$ cat src/rtl/ewsh_pkg.sv
// shared types, constants and the slot update function of the eight word stream hash
package ewsh_pkg;

  localparam int unsigned SlotCount = 8;
  localparam int unsigned SlotW     = $clog2(SlotCount);
  localparam int unsigned WordW     = 32;
  localparam int unsigned ByteW     = 8;
  localparam int unsigned PosW      = 2;

  typedef logic [SlotCount-1:0][WordW-1:0] word_arr_t;

  // input beat: one byte of the stream
  typedef struct packed {
    logic [ByteW-1:0] data_byte;
    logic             last_byte;
  } in_beat_t;

  // output beat: one digest word
  typedef struct packed {
    logic [WordW-1:0] digest_word;
    logic [SlotW-1:0] word_index;
    logic             last_word;
  } out_beat_t;

  typedef enum logic [1:0] {
    OP_XOR,
    OP_XNOT,
    OP_ORNOT
  } slot_op_e;

  localparam word_arr_t INIT_WORDS = {
    32'hE21B5202, 32'hDF4BD379, 32'hEFB7A415, 32'hEFE83F42,
    32'h832459EC, 32'hC829A0B9, 32'hFF206483, 32'hB9D1FBFD
  };

  localparam word_arr_t ZERO_SUBST = {
    32'hD46DC441, 32'h6D800AE8, 32'hDA4AC801, 32'h1FEE62AD,
    32'h92F80685, 32'h634DE5A3, 32'h84014006, 32'hC5A14356
  };

  localparam slot_op_e SLOT_OP [SlotCount] = '{
    OP_XOR, OP_XNOT, OP_XOR, OP_ORNOT,
    OP_XNOT, OP_ORNOT, OP_XOR, OP_ORNOT
  };

  // new value of one hash slot for a finished word
  function automatic logic [WordW-1:0] slot_update(logic [SlotW-1:0] slot,
                                                   logic [WordW-1:0] old_word,
                                                   logic [WordW-1:0] new_word);
    logic [WordW-1:0] res;
    if (new_word == '0) begin
      res = ZERO_SUBST[slot];
    end else begin
      case (SLOT_OP[slot])
        OP_XOR:   res = new_word ^ old_word;
        OP_XNOT:  res = new_word ^ ~old_word;
        OP_ORNOT: res = new_word | ~old_word;
        default:  res = new_word ^ old_word;
      endcase
    end
    return res;
  endfunction

endpackage

$ cat src/rtl/ewsh_digest_out.sv
// digest output buffer: holds the eight finished words and sends them one beat at a time
module ewsh_digest_out (
  input  logic               clk_i,
  input  logic               rst_ni,
  input  logic               load_i,
  input  ewsh_pkg::word_arr_t words_i,
  output logic               busy_o,
  output logic               out_valid_o,
  output ewsh_pkg::out_beat_t out_data_o,
  input  logic               out_stall_i
);
  import ewsh_pkg::*;

  word_arr_t        words_q;
  logic [SlotW-1:0] idx_q, idx_d;
  logic             busy_q, busy_d;
  logic             out_take;
  logic             at_last;

  assign at_last  = (idx_q == SlotW'(SlotCount - 1));
  assign out_take = busy_q && !out_stall_i;

  // word counter and buffer state
  always_comb begin
    idx_d  = idx_q;
    busy_d = busy_q;
    if (load_i) begin
      idx_d  = '0;
      busy_d = 1'b1;
    end else if (out_take) begin
      idx_d = idx_q + 1'b1;
      if (at_last) begin
        busy_d = 1'b0;
      end
    end
  end

  always_ff @(posedge clk_i or negedge rst_ni) begin
    if (!rst_ni) begin
      idx_q  <= '0;
      busy_q <= 1'b0;
    end else begin
      idx_q  <= idx_d;
      busy_q <= busy_d;
    end
  end

  // snapshot of the digest
  always_ff @(posedge clk_i) begin
    if (load_i) begin
      words_q <= words_i;
    end
  end

  assign busy_o                 = busy_q;
  assign out_valid_o            = busy_q;
  assign out_data_o.digest_word = words_q[idx_q];
  assign out_data_o.word_index  = idx_q;
  assign out_data_o.last_word   = at_last;

`ifndef SYNTHESIS
  a_load_idle: assert property (@(posedge clk_i) disable iff (!rst_ni)
    load_i |-> !busy_q)
    else $error("digest loaded while previous digest still pending");
  a_load_starts: assert property (@(posedge clk_i) disable iff (!rst_ni)
    load_i |=> out_valid_o && (out_data_o.word_index == '0))
    else $error("digest did not start at word zero");
  a_keep_sending: assert property (@(posedge clk_i) disable iff (!rst_ni)
    out_take && !at_last |=> out_valid_o)
    else $error("digest stopped before its final word");
  a_stop_after_last: assert property (@(posedge clk_i) disable iff (!rst_ni)
    out_take && at_last && !load_i |=> !out_valid_o)
    else $error("digest kept sending after its final word");
`endif

endmodule

$ cat src/rtl/eight_word_stream_hash.sv
// top level of the eight word stream hash
//
// Input channel: one beat carries one byte of a file in data_byte, with
// last_byte high on the file's final byte. Bytes pack most significant
// first into 32-bit words; each finished word updates the next of eight
// hash slots in rotation. A partial word at the end is padded with 0xFF.
// Output channel: after a last byte the eight hash words leave as eight
// beats, word_index 0 to 7, last_word high on the eighth.
// Throughput: one byte per cycle while in_stall_o is low; each byte is packed
// and any word update done in the same cycle it is accepted. The digest
// appears on the output in the cycle after the last byte is accepted and
// drains through the output buffer one word per cycle while not stalled.
// While a digest drains, bytes of the next file are still accepted; only
// a further last byte is stalled until the buffer has emptied.
// A stalled output holds its beat; the hash keeps running behind it.
// Reset: the hash slots return to their initial constants, the byte
// position and slot rotation to zero and the output buffer empties.
module eight_word_stream_hash (
  input  logic                clk_i,
  input  logic                rst_ni,
  input  logic                in_valid_i,
  input  ewsh_pkg::in_beat_t  in_data_i,
  output logic                in_stall_o,
  output logic                out_valid_o,
  output ewsh_pkg::out_beat_t out_data_o,
  input  logic                out_stall_i
);
  import ewsh_pkg::*;

  logic [WordW-1:0] acc_q, acc_d;
  logic [PosW-1:0]  pos_q, pos_d;
  logic [SlotW-1:0] slot_q, slot_d;
  word_arr_t        hash_q, hash_d;
  word_arr_t        hash_upd;
  logic [WordW-1:0] byte_word;
  logic [WordW-1:0] pad_mask;
  logic [WordW-1:0] full_word;
  logic             word_done;
  logic             in_take;
  logic             load;
  logic             out_busy;

  // only a last byte waits for the output buffer
  assign in_stall_o = out_busy && in_valid_i && in_data_i.last_byte;
  assign in_take    = in_valid_i && !in_stall_o;
  assign load       = in_take && in_data_i.last_byte;

  // place the byte and work out the padding for a short final word
  assign byte_word = {{(WordW-ByteW){1'b0}}, in_data_i.data_byte}
                     << (ByteW * (3 - 32'(pos_q)));
  assign pad_mask  = in_data_i.last_byte ?
                     ({WordW{1'b1}} >> (ByteW * (32'(pos_q) + 1))) : '0;
  assign full_word = acc_q | byte_word | pad_mask;
  assign word_done = (pos_q == PosW'(3)) || in_data_i.last_byte;

  // hash slots with this beat's word applied
  always_comb begin
    hash_upd = hash_q;
    if (word_done) begin
      hash_upd[slot_q] = slot_update(slot_q, hash_q[slot_q], full_word);
    end
  end

  // next state of the packer and hash
  always_comb begin
    acc_d  = acc_q;
    pos_d  = pos_q;
    slot_d = slot_q;
    hash_d = hash_q;
    if (in_take) begin
      if (in_data_i.last_byte) begin
        acc_d  = '0;
        pos_d  = '0;
        slot_d = '0;
        hash_d = INIT_WORDS;
      end else if (word_done) begin
        acc_d  = '0;
        pos_d  = '0;
        slot_d = slot_q + 1'b1;
        hash_d = hash_upd;
      end else begin
        acc_d = acc_q | byte_word;
        pos_d = pos_q + 1'b1;
      end
    end
  end

  always_ff @(posedge clk_i or negedge rst_ni) begin
    if (!rst_ni) begin
      acc_q  <= '0;
      pos_q  <= '0;
      slot_q <= '0;
      hash_q <= INIT_WORDS;
    end else begin
      acc_q  <= acc_d;
      pos_q  <= pos_d;
      slot_q <= slot_d;
      hash_q <= hash_d;
    end
  end

  ewsh_digest_out u_digest_out (
    .clk_i       (clk_i),
    .rst_ni      (rst_ni),
    .load_i      (load),
    .words_i     (hash_upd),
    .busy_o      (out_busy),
    .out_valid_o (out_valid_o),
    .out_data_o  (out_data_o),
    .out_stall_i (out_stall_i)
  );

`ifndef SYNTHESIS
  a_stall_only_last: assert property (@(posedge clk_i) disable iff (!rst_ni)
    in_stall_o |-> in_valid_i && in_data_i.last_byte && out_valid_o)
    else $error("input stalled without a pending last byte");
  a_reset_after_last: assert property (@(posedge clk_i) disable iff (!rst_ni)
    load |=> (pos_q == '0) && (slot_q == '0) && (acc_q == '0))
    else $error("packer not cleared after a last byte");
  a_digest_follows: assert property (@(posedge clk_i) disable iff (!rst_ni)
    load |=> out_valid_o)
    else $error("no digest after a last byte");
`endif

endmodule

$ cat config.mk
export PLATFORM = sky130hd
export DESIGN_NAME = eight_word_stream_hash
export DESIGN_NICKNAME = d
export VERILOG_FILES = /design/src/rtl/ewsh_pkg.sv /design/src/rtl/ewsh_digest_out.sv /design/src/rtl/eight_word_stream_hash.sv
export SDC_FILE = /design/constraint.sdc
export NUM_CORES = 1
export LEC_CHECK = 0
export ABC_CLOCK_PERIOD_IN_PS = 10800
export BUFFER_PORTS_ARGS = -buffer_cell sky130_fd_sc_hd__buf_4
export CAP_MARGIN = 20
export CORE_AREA = 10 10 292 294
export DETAILED_ROUTE_END_ITERATION = 10
export DIE_AREA = 0 0 302 304
export MAX_ROUTING_LAYER = met4
export RECOVER_POWER = 25
export SETUP_SLACK_MARGIN = 0.3
export SYNTH_ARGS = -nofsm -noshare
export SYNTH_HDL_FRONTEND = slang
export SYNTH_SLANG_ARGS = --single-unit
$ cat constraint.sdc
create_clock -name clk_i -period 10.8 [get_ports clk_i]
set_input_delay 0 -clock clk_i [delete_from_list [all_inputs] [get_ports clk_i]]
set_output_delay 0 -clock clk_i [all_outputs]
set_load 0.03 [all_outputs]
Yosys cells after proc, flatten, opt, wreduce, memory -nomap -nowiden
Memories as Yosys holds them, arrays and structs flattened.
Cells that the tools add are included.
{"block": "word_totals", "memories": 2, "reg_bits": 553, "rom_bits": 272, "out_inout_bits": 38}
{"block": "op_classes", "add_sub_neg": 5, "reduce_logical": 15, "n_eq_ne": 4, "order_cmp": 4, "shifts": 2, "n_bitwise": 7, "mux": 28}
{"memory": "(no name shown)", "depth": 8, "width": 32, "rd": 1, "rd_ports_with_merged_regs": 0, "wr": 0, "line_no": "ewsh_pkg.sv:52", "source": "res = ZERO_SUBST[slot];"}
{"memory": "(no name shown)", "depth": 8, "width": 2, "rd": 1, "rd_ports_with_merged_regs": 0, "wr": 0, "line_no": "ewsh_pkg.sv:54", "source": "case (SLOT_OP[slot])"}
{"operator": "$mux 256", "n": 3}
{"operator": "$mux 32", "n": 9}
{"operator": "$bwmux 256", "n": 1}
{"operator": "$bmux 32 s3", "n": 2}
{"operator": "$demux 32 s3", "n": 1}
{"operator": "$or 32x32->32", "n": 3}
{"operator": "$pmux 32 s2", "n": 1}
{"operator": "$xor 32x32->32", "n": 2}
{"operator": "$logic_not 32->1", "n": 1}
{"operator": "$not 32->32", "n": 1}
{"operator": "$shl 8x32->32", "n": 1}
{"operator": "$shr 32x6->32 const A", "n": 1}
{"operator": "$mux 3", "n": 4}
{"operator": "$lt 3x4->1 const B", "n": 2}
{"operator": "$mux 2", "n": 4}
{"operator": "$add 3x1->3 const B", "n": 2}
{"operator": "$logic_and 1x1->1", "n": 6}
{"operator": "$reduce_bool 2->1", "n": 3}
{"operator": "$eq 2x2->1 const B", "n": 2}
{"operator": "$ge 4x4->1 const B", "n": 1}
{"operator": "$not 3->4", "n": 1}
{"operator": "$reduce_and 2->1", "n": 2}
{"operator": "$add 2x1->3 const B", "n": 1}
{"operator": "$eq 3x3->1 const B", "n": 1}
{"operator": "other kinds (7)", "n": 10}

Longest topological paths before layout
Gate-level depths: netlist of run 1.
{"block": "logic_depth", "word_depth": 12, "depth_mapped": 15, "ltp_nobuf": 8}

Hierarchy
From an unflattened synthesis of run 1, not the netlist that was laid out.
{"block": "unflattened", "hier_cells": 2557, "hier_area_um2": 28123.2}
{"mod": "eight_word_stream_hash", "n_inst": 1, "cells_each": 2170, "area_per_inst_um2": 18198.7}
{"mod": "ewsh_digest_out", "n_inst": 1, "cells_each": 387, "area_per_inst_um2": 9924.5}

Least setup slack after synthesis of run 1
No wires, ideal clock.
{"block": "synth_path", "path_type": "register to register", "start": "register u_digest_out.busy_q (netlist: u_digest_out.busy_o)", "end": "register hash_q[119] in the netlist's numbering", "synth_period_minus_slack_ns": 8.390, "path_stages_with_launch": 7, "slack_ns": 2.410, "arrival_ns": 8.306, "required_time_ns": 10.716, "path_buffers": 1, "cell_sequence": "dfrtp_1 or2_2 clkinv_1 a21oi_1 clkbuf_1 nand2_1 o21ai_0"}
{"block": "synth_between", "elab_chain_len": 5}
{"element": "from (decl)", "line_no": "ewsh_digest_out.sv:16", "source": "logic busy_q, busy_d;"}
{"element": "from (signal assigned)", "line_no": "ewsh_digest_out.sv:44", "source": "busy_q <= busy_d;"}
{"element": "$logic_and 1x1->1 (2 in a row)", "line_no": "eight_word_stream_hash.sv:44", "source": "assign in_stall_o = out_busy && in_valid_i && in_data_i.last_byte;"}
{"element": "$logic_not 1->1", "line_no": "eight_word_stream_hash.sv:45", "source": "assign in_take = in_valid_i && !in_stall_o;"}
{"element": "$logic_and 1x1->1", "line_no": "eight_word_stream_hash.sv:45"}
{"element": "$reduce_and 2->1 (no source line)"}
{"element": "to (signal assigned)", "line_no": "eight_word_stream_hash.sv:98", "source": "hash_q <= hash_d;"}
{"element": "to (decl)", "line_no": "eight_word_stream_hash.sv:33", "source": "word_arr_t hash_q, hash_d;"}
Every way passes these cells.
A chain may end at the register's enable or synchronous reset.

==> results.py, run 1 <==
metrics = {
    "status": {
        "status": "complete, but fails checks",
        "violations": "max-capacitance violations, max-slew violations",
    },
    "drt": {
        "vias_per_cell": 5.85,
        "drt-pass1-iter-count": 6,
        "drtIter0Drc": 2331,
        "routed-via-count": 20800,
        "drtAntennaViolNets": 0,
        "drc_errors": 0,
        "post_drt_wl_per_cell_um": 26.7,
        "drt-total-wl_um": 94600,
    },
    "critical_path": {
        "arrival_ns": 6.28,
        "path_cells": "dlygate4sd3_1, clkbuf_1, buf_4, buf_4",
        "cp-start-kind": "primary input",
        "path_common_cell": "buf_4",
        "cp-end-kind": "async pin",
        "max_stage_delay_ns": 3.56,
        "cp.required_ns": 11.33,
        "critPathMaxFanout": 87,
        "crit_slowest_cell": "clkbuf_1",
        "critical_path_class": "primary input to async pin",
    },
    "finish": {
        "area_growth_pct": 12.6,
        "nNetsFinal": 2470,
        "drive_above_1_share": 0.220,
    },
    "logic_synthesis": {
        "avgSynthCellArea_um2": 11.2,
        "synthFlopType": "edfxtp_1",
        "synthMostInstantiatedCell": "nand2_1",
        "synth_cell_types": 67,
        "ys_seq_area_frac": 0.554,
        "yosys_warnings": 0,
        "netlist.area_leader.share": 0.278,
        "syn_nets": 2492,
        "synth_common_cells": "411 x nand2_1, 340 x o21ai_0, 256 x edfxtp_1, 198 x nor2_1, 186 x a21oi_1",
        "synth_area_um2": 27600,
        "netlist_instances": 2463,
        "synth-edff-count": 256,
        "postSynth.asyncResetShare": 0.537,
        "yosysTopAreaCell": "edfxtp_1",
        "ys_seq_elements": 553,
        "synth_area_leaders": "edfxtp_1 28%, dfrtp_1 15%, dfstp_2 13%, mux4_2 10%, o21ai_0 6.2%",
    },
    "placed_design": {
        "dpl.hpwl_um": 58100,
        "gp_congestion": 0.950,
        "port_buffers": 50,
        "pre_cts_slack_ns": 6.15,
    },
    "pwr": {
        "power_density_nw_per_um2": 271,
        "power_leakage_uw": 0.0117,
        "p_seq_frac": 0.325,
        "p_switching_uw": 3530,
        "p_clk_frac": 0.233,
        "p_int_uw": 4900,
        "switching_share": 0.419,
        "comb_power_share": 0.441,
        "ir_drop_mv": 0.117,
    },
    "die": {
        "start_util": 0.347,
        "pin_count": 51,
        "die-area_um2": 91800,
        "die_y_um": 304,
        "std_cell_rows": 104,
        "fp.dieW_um": 302,
        "core_area_um2": 79600,
    },
    "sta": {
        "setup_violations": 0,
        "fmax_mhz": 174,
        "timing_hold_violations_final": 0,
        "slew_headroom": -2.43,
        "min_period_ns": 5.74,
        "timing.clock.skew_ns": 0.0281,
        "rsz0062_at_grt": "false",
        "worstMarginPinSlew_ns": 5.14,
        "setup_tns_ns": 0,
        "post-route-period-util": 0.532,
        "setup_ws_ns": 5.06,
        "drv_slew": 120,
    },
    "clock_tree": {
        "cts_sinks": 553,
        "postCtsSetupBuffers": 0,
        "htreeDepth": 2,
        "cts_buffer_depth": 3,
        "path_clk_slew_ns": 0.06,
        "cts_buffers": 55,
        "cts_tree": "done",
        "cts-root-buf": "clkbuf_16",
        "insertion_delay_ns": 0.63,
    },
    "global_route": {
        "grt_first_pass_wirelength_um": 139000,
        "antenna_found_initial": 4,
        "grt_overflow": 0,
        "grt_start_max_net_pins": 110,
        "grt_usage": 0.207,
        "grt_pass1_vias": 20200,
    },
    "run": {
        "cap_violations": 2,
    },
    "worst_hold_path": {
        "min_path_type": "primary input to flip-flop",
    },
}
==> what timing repair did <==
item,in CTS,in global routing
gates resized for setup,0,0
hold buffers,14,0
endpoints found under the hold margin,124,0
==> power groups by stage <==
stage / clock, µW / sequential (µW) / combinational (µW)
after floorplan: 0 / 2640 / 2560
after global placement: 0 / 2770 / 3590
final: 1970 / 2740 / 3720
after CTS: 2000 / 2740 / 3660
after detailed placement: 0 / 2780 / 3650
after global routing: 2070 / 2770 / 3960
==> final timing paths <==
| kind | startpoint | endpoint | slack [ns] | depth (start not counted) |
|---|---|---|---|---|
| setup / recovery | rst_ni | slot_q[1] | 5.06 | 4 |
| hold / removal | out_stall_i | u_digest_out.busy_o | 0.20 | 4 |
| setup reg to reg | slot_q[1] | u_digest_out.words_q[66] | 5.99 | 9 |
| hold reg to reg | hash_q[167] | hash_q[167] | 0.51 | 2 |
| max in group clk_i | slot_q[1] | u_digest_out.words_q[66] | 5.99 | 9 |
| min in group asynchronous | rst_ni | slot_q[0] | 1.84 | 2 |
==> metal layers <==
metal  vias to the layer above  global-route usage  wire length (µm)
met2                      1092               0.311             43100
li1                       8942                   -                 -
met3                       249              0.0349              8080
met1                     10500               0.274             38900
met4                         0              0.0876              4580
met5                         -                   -                 0
==> state kept, by name, indices dropped and copies added, names as in the netlist <==
signal and count:
u_digest_out.idx_q 3, acc_q 32, u_digest_out.busy_o 1, slot_q 3, hash_q 256, u_digest_out.words_q 256
pos_q 2
==> per-stage QoR <==
stage	std cells	instance area [µm²]	hold slack (ns)	total power [µW]	util
finish	3550	31100	0.203	8430	0.391
global route	3550	31100	0.223	8800	0.391
CTS	3544	31100	0.0318	8400	0.390
detailed placement	3426	29100	0.0692	6430	0.365
global placement	3421	29000	0.0666	6360	0.364
floorplan	2463	27600	-0.296	5200	-
==> final cells by class <==
cell class / instances / area, µm²
Antenna cell: 2 / 5.00
Clock buffer: 84 / 1680
Clock inverter: 20 / 169
Fill cell: 7652 / 48500
Inverter: 15 / 63.8
Multi-Input combinational cell: 1691 / 11500
Sequential cell: 553 / 15300
Tap cell: 1060 / 1330
Timing Repair Buffer: 125 / 1000
==> critical path, delay by kind of cell <==
kind,cells,cell delay (ns)
buf+inv,4,6.09
==> cells in the final DEF, fill, tap and decap left out, types with 13 or more instances in the layout <==
master,n
a21oi_1,183
and3_1,14
buf_4,100
clkbuf_1,17
clkbuf_16,58
clkbuf_8,13
dfrtp_1,155
dfstp_2,136
dlygate4sd3_1,14
edfxtp_1,256
ha_1,16
inv_1,13
mux2_2,38
mux2i_1,84
mux4_2,128
nand2_1,404
nor2_1,191
o21ai_0,337
o21ai_1,46
o22ai_1,15
or3_1,17
xnor2_1,32
==> cells by family after synthesis <==
kind of cell,after synthesis,share of synthesized area
simple gates,709,0.106
compound gates,672,0.133
flops,553,0.554
mux,256,0.153
buf+inv,219,0.0336
xor+xnor,38,0.0130
fa+ha+maj,16,0.00725
(Power assumes the default switching activity.)
==> run 2: changes to the inputs <==
ABC_CLOCK_PERIOD_IN_PS = 5500   (was 10800)
clock period = 5.5 ns   (was 10.8 ns; I/O delays follow)
==> run 2 against run 1 <==
The run still ends with max-capacitance violations, max-slew violations left. Final cell count is 0.39% higher. Global-route usage fell by 0.15 points. Non-clock buffer count is 13 higher. Wire length down 1.3%. Worst hold slack got worse by 0.033 ns.
==> results.py, run 2 (same netlist as run 1, synthesis figures left out) <==
metrics = {
    "die": {
        "pin_count": 51,
        "die_y_um": 304,
        "std_cell_rows": 104,
        "core_area_um2": 79600,
        "fp.dieW_um": 302,
        "start_util": 0.347,
        "die-area_um2": 91800,
    },
    "sta": {
        "worstMarginPinSlew_ns": 3.04,
        "drv_slew": 210,
        "timing_hold_violations_final": 0,
        "fin_hold_ws_ns": 0.170,
        "setup_tns_ns": 0,
        "timing.clock.skew_ns": 0.0269,
        "setup_violations": 0,
        "slew_headroom": -1.03,
        "min_period_ns": 4.52,
        "post-route-period-util": 0.822,
        "rsz0062_at_grt": "false",
        "fmax_mhz": 221,
    },
    "global_route": {
        "antenna_found_initial": 0,
        "grt_usage": 0.206,
        "grt_start_max_net_pins": 122,
        "grt_first_pass_wirelength_um": 138000,
        "grt_overflow": 0,
        "grt_pass1_vias": 20500,
    },
    "critical_path": {
        "critPathMaxFanout": 28,
        "crit_slowest_cell": "a31oi_1",
        "max_stage_delay_ns": 0.94,
        "cp-start-kind": "flip-flop",
        "cp-end-kind": "flip-flop",
        "cp.required_ns": 5.84,
        "path_cells": "inv_1, ha_1, and2_1, a211o_1, a211oi_2, nand3_2, a31oi_1, o21ai_0",
        "arrival_ns": 4.86,
        "critical_path_class": "flip-flop to flip-flop",
    },
    "finish": {
        "nNetsFinal": 2485,
        "area_growth_pct": 13.2,
        "design_area_um2": 31300,
        "n_fill_cell": 7599,
        "final_cell_mix": "404 x nand2_1, 337 x o21ai_0, 256 x edfxtp_1, 193 x nor2_1, 183 x a21oi_1",
        "final_common_cell": "nand2_1",
        "seq_area_um2": 15300,
        "num_antenna_cells": 0,
        "drive_above_1_share": 0.225,
        "multi_input_area_um2": 11500,
        "largest_registers": "hash_q: 256 flops, u_digest_out.words_q: 256 flops, acc_q: 32 flops",
    },
    "clock_tree": {
        "cts_tree": "done",
        "htreeDepth": 2,
        "insertion_delay_ns": 0.63,
        "cts_sinks": 553,
        "cts_buffer_depth": 3,
        "cts_buffers": 57,
        "cts-root-buf": "clkbuf_16",
        "path_clk_slew_ns": 0.06,
        "postCtsSetupBuffers": 0,
    },
    "drt": {
        "drt-total-wl_um": 93400,
        "drc_errors": 0,
        "vias_per_cell": 5.80,
        "drt-pass1-iter-count": 5,
        "drtAntennaViolNets": 0,
        "drtIter0Drc": 2044,
        "routed-via-count": 20700,
        "post_drt_wl_per_cell_um": 26.2,
    },
    "worst_hold_path": {
        "min_path_type": "primary input to flip-flop",
    },
    "placed_design": {
        "port_buffers": 50,
        "dpl_cell_area_um2": 29200,
        "gp_congestion": 0.974,
        "dpl.hpwl_um": 58600,
    },
    "status": {
        "violations": "max-capacitance violations, max-slew violations",
        "status": "complete, but fails checks",
    },
    "pwr": {
        "p_clk_frac": 0.245,
        "comb_power_share": 0.434,
        "switching_share": 0.411,
        "p_int_uw": 9860,
        "p_seq_frac": 0.321,
        "power_leakage_uw": 0.0118,
        "p_switching_uw": 6870,
        "ir_drop_mv": 0.303,
        "power_density_nw_per_um2": 535,
    },
    "run": {
        "cap_violations": 3,
    },
}
==> run 2: cell count changes in the layout (fill, tap and decap cells not counted), sizes merged <==
cell	previous run	this run
bufinv	2	9
dlygate4sd3	14	16
clkbuf	89	73
buf	106	117
diode	2	0
clkinv	13	22
inv	20	19
clkinvlp	0	4
==> run 2: worst paths after layout <==
kind | startpoint | end | slack, ns | cells past startpoint
min | out_stall_i | u_digest_out.busy_o | 0.17 | 4
max in group asynchronous | rst_ni | hash_q[251] | 1.40 | 3
min reg2reg | hash_q[230] | hash_q[230] | 0.51 | 2
max | pos_q[1] | u_digest_out.words_q[32] | 0.98 | 8
min in group asynchronous | rst_ni | hash_q[88] | 0.91 | 2
max reg2reg | pos_q[1] | u_digest_out.words_q[32] | 0.98 | 8
==> run 2: area by class of cell <==
cell class | instances | area share
clock buffers | 68 | 0.0490
well taps | 1060 | 0.0424
flip-flops and latches | 553 | 0.490
inverters | 15 | 0.00204
multi-input cells | 1691 | 0.368
clock inverters | 39 | 0.0141
repair buffers | 138 | 0.0345
==> run 2: power by group through the flow <==
stage               clock network (µW)  registers, µW  logic, µW
floorplan                            0           5150       5030
global placement                     0           5430       7090
detailed placement                   0           5440       7180
CTS                               4150           5370       7220
global route                      4320           5420       7770
finish                            4090           5370       7260
==> run 2: layer usage <==
metal / vias up / track usage / share of wire
li1: 8948 / - / -
met1: 10400 / 0.271 / 0.41
met2: 1051 / 0.314 / 0.46
met3: 218 / 0.0336 / 0.085
met4: 0 / 0.0820 / 0.042
met5: - / - / 0
==> run 2: repair_timing <==
item | 4_1_cts | 5_1_grt
gates resized for setup | 0 | 0
hold endpoints to repair | 141 | 0
hold buffers | 16 | 0
==> run 2: worst max-delay path, delay by kind of cell, from the launching register on <==
family / cells / cell delay, ns
AO/OA/AOI/OAI: 4 / 2.00
adder cells (fa/ha/maj): 1 / 0.29
buffers and inverters: 1 / 0.15
flip-flops: 1 / 0.89
AND/OR/NAND/NOR: 2 / 0.89
==> run 2: stage by stage <==
step,setup WS (ns),instances,power (µW),utilization
after floorplan,0.607,2463,10200,-
after global placement,1.25,3440,12500,0.366
after detailed placement,1.09,3441,12600,0.366
after CTS,1.08,3564,16700,0.393
after global routing,0.691,3564,17500,0.393
final,0.979,3564,16700,0.393
